==> config.mk <==
export PLATFORM = sky130hd
export DESIGN_NAME = lhrv_div
export DESIGN_NICKNAME = d
export VERILOG_FILES = /design/src/lhrv_pkg.sv /design/src/lhrv_div.sv
export SDC_FILE = /design/constraint.sdc
export NUM_CORES = 1
export LEC_CHECK = 0
export BUFFER_PORTS_ARGS = -buffer_cell sky130_fd_sc_hd__buf_4
export CORE_ASPECT_RATIO = 1.25
export CORE_MARGIN = 2
export CORE_UTILIZATION = 35
export CTS_CLUSTER_SIZE = 12
export DETAILED_ROUTE_END_ITERATION = 8
export HOLD_SLACK_MARGIN = 0.1
export RECOVER_POWER = 100
export SETUP_SLACK_MARGIN = 0.3
export SYNTH_ARGS = -nofsm -noshare
export SYNTH_HDL_FRONTEND = slang
export SYNTH_SLANG_ARGS = --single-unit
export TNS_END_PERCENT = 5
==> constraint.sdc <==
create_clock -name clk_i -period 2.75 [get_ports clk_i]
set_clock_uncertainty 0.2 [all_clocks]
set_input_delay 0.1375 -clock clk_i [delete_from_list [all_inputs] [get_ports clk_i]]
set_output_delay 0.1375 -clock clk_i [all_outputs]
set_load 0.02 [all_outputs]
==> src/lhrv_pkg.sv <==
package lhrv_pkg;

  // Field widths of the channels and the configuration register
  localparam int unsigned CmdW      = 2;
  localparam int unsigned PixW      = 8;
  localparam int unsigned BinIdxW   = 8;
  localparam int unsigned BinCntW   = 25;
  localparam int unsigned MeanW     = 22;
  localparam int unsigned RowsW     = 13;
  localparam int unsigned RowWidthW = 13;

  // Sizing of the statistics
  localparam int unsigned MaxRowWidth = 4096;
  localparam int unsigned MaxRows     = 4096;
  localparam int unsigned BinCount    = 256;
  localparam int unsigned FracBits    = 8;
  localparam int unsigned PosW        = $clog2(MaxRowWidth);
  localparam int unsigned SumW        = 21;
  localparam int unsigned SqW         = 29;
  localparam int unsigned AccW        = 34;
  localparam int unsigned ProdW       = SqW + SumW;
  localparam int unsigned NumW        = 41;
  localparam int unsigned DvdW        = NumW + FracBits;
  localparam int unsigned DvsW        = 25;

  localparam logic [BinCntW-1:0]   BinLimit      = BinCntW'(16777216);
  localparam logic [RowWidthW-1:0] RowWidthReset = RowWidthW'(1920);

  typedef enum logic [CmdW-1:0] {
    CMD_PIXEL = 2'd0,
    CMD_READ  = 2'd1,
    CMD_CLEAR = 2'd2,
    CMD_NONE  = 2'd3
  } cmd_e;

  // Histogram memory control
  typedef struct packed {
    logic               clear;
    logic               rd_en;
    logic [BinIdxW-1:0] rd_addr;
    logic               wr_en;
    logic [BinIdxW-1:0] wr_addr;
    logic [BinCntW-1:0] wr_data;
  } hist_req_t;

  // Divider control and status
  typedef struct packed {
    logic            start;
    logic [DvdW-1:0] dividend;
    logic [DvsW-1:0] divisor;
  } div_req_t;

  typedef struct packed {
    logic            done;
    logic [DvdW-1:0] quotient;
  } div_rsp_t;

endpackage

==> src/lhrv_div.sv <==
module lhrv_div import lhrv_pkg::*; (
  input  logic     clk_i,
  input  logic     rst_ni,
  input  div_req_t req_i,
  output div_rsp_t rsp_o
);

  localparam int unsigned CntW = $clog2(DvdW);

  logic            busy_q;
  logic            done_q;
  logic [CntW-1:0] cnt_q;
  logic [DvdW-1:0] dvd_q;
  logic [DvsW-1:0] rem_q;
  logic [DvsW-1:0] dvs_q;

  logic [DvsW:0]   trial;
  logic [DvsW:0]   diff;
  logic            ge;

  // One restoring step: shift in the next dividend bit, try the subtract
  always_comb begin
    trial = {rem_q, dvd_q[DvdW-1]};
    diff  = trial - {1'b0, dvs_q};
    ge    = trial >= {1'b0, dvs_q};
  end

  always_ff @(posedge clk_i or negedge rst_ni) begin
    if (!rst_ni) begin
      busy_q <= 1'b0;
      done_q <= 1'b0;
      cnt_q  <= '0;
      dvd_q  <= '0;
      rem_q  <= '0;
      dvs_q  <= '0;
    end else begin
      done_q <= 1'b0;
      if (req_i.start) begin
        busy_q <= 1'b1;
        cnt_q  <= '0;
        dvd_q  <= req_i.dividend;
        rem_q  <= '0;
        dvs_q  <= req_i.divisor;
      end else if (busy_q) begin
        rem_q <= ge ? diff[DvsW-1:0] : trial[DvsW-1:0];
        dvd_q <= {dvd_q[DvdW-2:0], ge};
        cnt_q <= cnt_q + CntW'(1);
        if (cnt_q == CntW'(DvdW - 1)) begin
          busy_q <= 1'b0;
          done_q <= 1'b1;
        end
      end
    end
  end

  assign rsp_o.done     = done_q;
  assign rsp_o.quotient = dvd_q;

endmodule

==> metrics.md <==
| Metric | Value |
|---|---|
| Synth unique cells | 69 |
| Xor and xnor area share after synthesis | 0.02777 |
| Site row count | 54 |
| Bufs and invs on worst path | 0 |
| Post-synthesis sequential element count | 107 |
| Total nets after synthesis | 798 |
| Total number of yosys warnings | 0 |
| Most common library cell in the layout ignoring fill and taps | buf_4 |
| Worst hold path class | primary input to asynchronous set/reset pin |
| Levels on crit path | 8 |
| Tcrit/Tclk final | 0.9991 |
| Worst max-slew margin expressed relative to the limit | 0.2297 |
| Total via count in the routed design | 5996 |
| Area share of fa/ha/maj cells after synthesis | 0.05673 |
| CP Capture Type | flop |
| Total core area | 0.01757 mm2 |
| Number of antenna violations at the first check in global routing | 0 |
| Required time worst endpoint | 2.82 ns |
| Register area | 0.002684 mm2 |
| H-Tree Depth | 3 |
| RSZ-0062 raised after global routing | yes |
| Number of buffers inserted during clock tree synthesis | 9 |
| Overall die area | 0.01912 mm2 |
| Synth Area in Compound Gates | 0.1831 |
| Area of the mapped netlist | 0.006307 mm2 |
| Final Max Slew Viols | 0 |
| Weighted congestion reported at the end of routability-driven placement | 0.8907 |
| Via-to-Cell Ratio | 5.026 |
| Clk Latency, worst-skew pair | 0.36 ns |
| CTS Buffer Depth | 2 |
| Critical-path top delay cell | or4_1 |
| Crit-path leading delay family | simple AND/OR/NAND/NOR gates |
| CTS sink count | 107 |
| Fill cell count | 1666 |
| Actual slew at the worst max-slew pin | 1.155 ns |
| Outcome | finished, final reports clean |
| Classification of the worst setup path | flop to flop |
| Maximum vdd drop | 246.0 uV |
| Static Leak | 4.591 nW |
| Multi-input gate area in the final layout | 0.003603 mm2 |
| Post-Place Cell Area | 0.008014 mm2 |
| Sequential element share of the synthesized area | 0.4245 |
| Post-DP HPWL | 12220 um |
| Clock slew at reported path FFs | 0.07 ns |
| Share of cell area taken by muxes after synthesis | 0.09740 |
| Cells after synthesis | 693 |
| Buffers on Ports | 126 |
| GRT overflow | 0 |
| Number of setup violations in the final report | 0 |
| Chip Height | 154.1 um |
| PD cells | 433.6 mW/mm2 |
| Count of flip-flops with a built-in enable after synthesis | 0 |
| Cell area after layout | 0.009356 mm2 |
| CP max FO | 3 |
| Number of top-level design ports | 127 |
| TritonCTS clock tree | done |
| Simple-gate share of the synthesized area | 0.1569 |
| DIE WIDTH | 124.1 um |
| Hold Violations, Final | 0 |
| Max-cap violations | 0 |
| WL per Instance | 15.07 um |
| Root Buffer | clkbuf_16 |
| Remaining antenna violation count after routing | 0 |
| Pin count of the biggest net entering global routing | 64 |
| Area added between synthesis and finish | 48.34% |
| First-pass GRT wire length | 30130 um |
| Via count of the first global-routing pass | 6175 |
| Chain of cells forming the critical path | ha_4 -> o21ai_1 -> or4_1 -> o31ai_1 -> a21o_1 -> mux2_4 -> or3_1 -> a311oi_2 |
| Commonest register cell after synthesis | dfrtp_1 |
| Data arrival at the endpoint of the critical path | 2.82 ns |
| CP Launch Type | flop |
| F_max | 364.0 MHz |
| Initial detailed-routing violation count | 253 |
| Commonest cells after routing, fill and taps aside | buf_4 (155), dfrtp_1 (104), nand2_1 (99) |
| Starting utilization of the core area | 0.3590 |
| Net count, final | 1069 |
| Main combinational cell family by area after synthesis | compound AO/OA/AOI/OAI gates |
| Wire length after detailed routing | 17970 um |
| ANT cells | 0 |
| Synthesized area divided by synthesized cell count | 9.101 um2 |
| First-pass iteration count of the detailed router | 4 |
| Peak per-stage delay on the critical path | 0.50 ns |
| Post-layout util | 0.5326 |
| Depth of the worst register-to-register path | 8 |
| Fraction of final layout cells with drive strength greater than 1 | 0.2497 |
| Clock period minus final worst setup slack | 2.748 ns |
| Proportion of register bits with asynchronous set or reset after synthesis | 1.000 |
| Post-detailed-route DRC marker count | 0 |
| Total GRT Usage | 0.1964 |
## per-layer routing
| metal | up-vias | track usage | share of wire | routed length, um |
|---|---|---|---|---|
| met2 | 136 | 0.3297 | 0.50 | 8957 |
| met5 | - | 0 | 0 | 0 |
| li1 | 2997 | - | - | - |
| met4 | 0 | 0.06153 | 0.018 | 325 |
| met1 | 2840 | 0.2576 | 0.44 | 7899 |
| met3 | 23 | 0.03004 | 0.044 | 791 |
## synth_stat cells, types with 2 or more instances
cell / n / area, um2
nor4_1: 6 / 37.54
nor3_1: 15 / 75.07
buf_2: 9 / 45.04
a311oi_1: 4 / 35.03
a21o_1: 9 / 67.56
o211ai_1: 2 / 15.01
mux2_2: 2 / 22.52
o2111ai_1: 2 / 17.52
dfrtp_1: 107 / 2678
ha_1: 27 / 337.8
nor2_1: 40 / 150.1
nand4_1: 8 / 50.05
nand3_1: 13 / 65.06
o21a_1: 6 / 45.04
nand2_1: 100 / 375.4
mux2i_1: 58 / 580.6
o21ai_1: 8 / 40.04
nor2b_1: 3 / 18.77
buf_4: 3 / 22.52
buf_1: 6 / 22.52
a211oi_1: 16 / 120.1
and3_1: 4 / 25.02
nand2b_1: 3 / 18.77
o21ai_0: 80 / 400.4
xnor2_1: 8 / 70.07
or3_1: 5 / 31.28
a221oi_1: 2 / 17.52
nand4b_1: 2 / 17.52
o31ai_1: 2 / 15.01
a31oi_1: 3 / 18.77
o21bai_1: 3 / 22.52
o2bb2ai_1: 2 / 17.52
xor2_1: 12 / 105.1
clkbuf_1: 26 / 97.59
inv_1: 37 / 138.9
a21oi_1: 25 / 125.1
or4_1: 3 / 22.52
## sequential cells by signal, summed over array words and instances (netlist names)
| register | count |
|---|---|
| done_q | 1 |
| busy_q | 1 |
| rem_q | 25 |
| dvd_q | 49 |
| cnt_q | 6 |
| dvs_q | 25 |
## repair_timing
item	CTS	global route
setup buffers	6	6
endpoints found under the setup margin	26	26
pin swaps	40	19
gates resized for setup	35	23
endpoints found under the hold margin	163	0
hold buffers	86	0
## path summary, 6_finish.rpt
check	startpoint	slack, ns	end
max in group asynchronous	rst_ni	0.44	rem_q[20]$_DFFE_PN0P_
min in group clk_i	req_i[51]	0.32	dvd_q[26]$_DFFE_PN0P_
min reg2reg	dvs_q[0]$_DFFE_PN0P_	0.33	dvs_q[0]$_DFFE_PN0P_
min	rst_ni	0.32	dvd_q[10]$_DFFE_PN0P_
max	rem_q[11]$_DFFE_PN0P_	0.002	rem_q[21]$_DFFE_PN0P_
max reg2reg	rem_q[11]$_DFFE_PN0P_	0.002	rem_q[21]$_DFFE_PN0P_
## cell families after synthesis
kind of cell	after synthesis
fa+ha+maj	28
simple gates	213
flops	107
buf+inv	82
mux	61
compound gates	182
xor+xnor	20
## power breakdown
part / switching, mW / internal [mW]
Clock: 0.642 / 0.769
Sequential: 0.0712 / 1.68
Combinational: 0.468 / 0.431
## through the flow
step / hold WS (ns) / instances / TNS (ns) / setup WS (ns) / power (mW)
6_report: 0.3155 / 1193 / 0 / 0.002451 / 4.057
5_1_grt: 0.3249 / 1193 / -0.8009 / -0.08447 / 4.271
4_1_cts: 0.1354 / 1187 / -0.02748 / -0.02748 / 4.128
3_5_place_dp: -0.008836 / 1079 / -0.2261 / -0.08350 / 2.574
3_3_place_gp: -0.01524 / 1079 / -0.1647 / -0.1095 / 2.567
2_1_floorplan: -0.3581 / 693 / 0 / 0.05861 / 2.191
## final cells by class
| class | count | share of cell area |
|---|---|---|
| clock buffer | 11 | 0.02701 |
| clock inverter | 5 | 0.007087 |
| inverter | 37 | 0.01484 |
| multi-input combinational | 504 | 0.3851 |
| sequential | 107 | 0.2868 |
| tap | 224 | 0.02995 |
| timing repair buffer | 305 | 0.2491 |
Power figures use the tool's default switching activity.
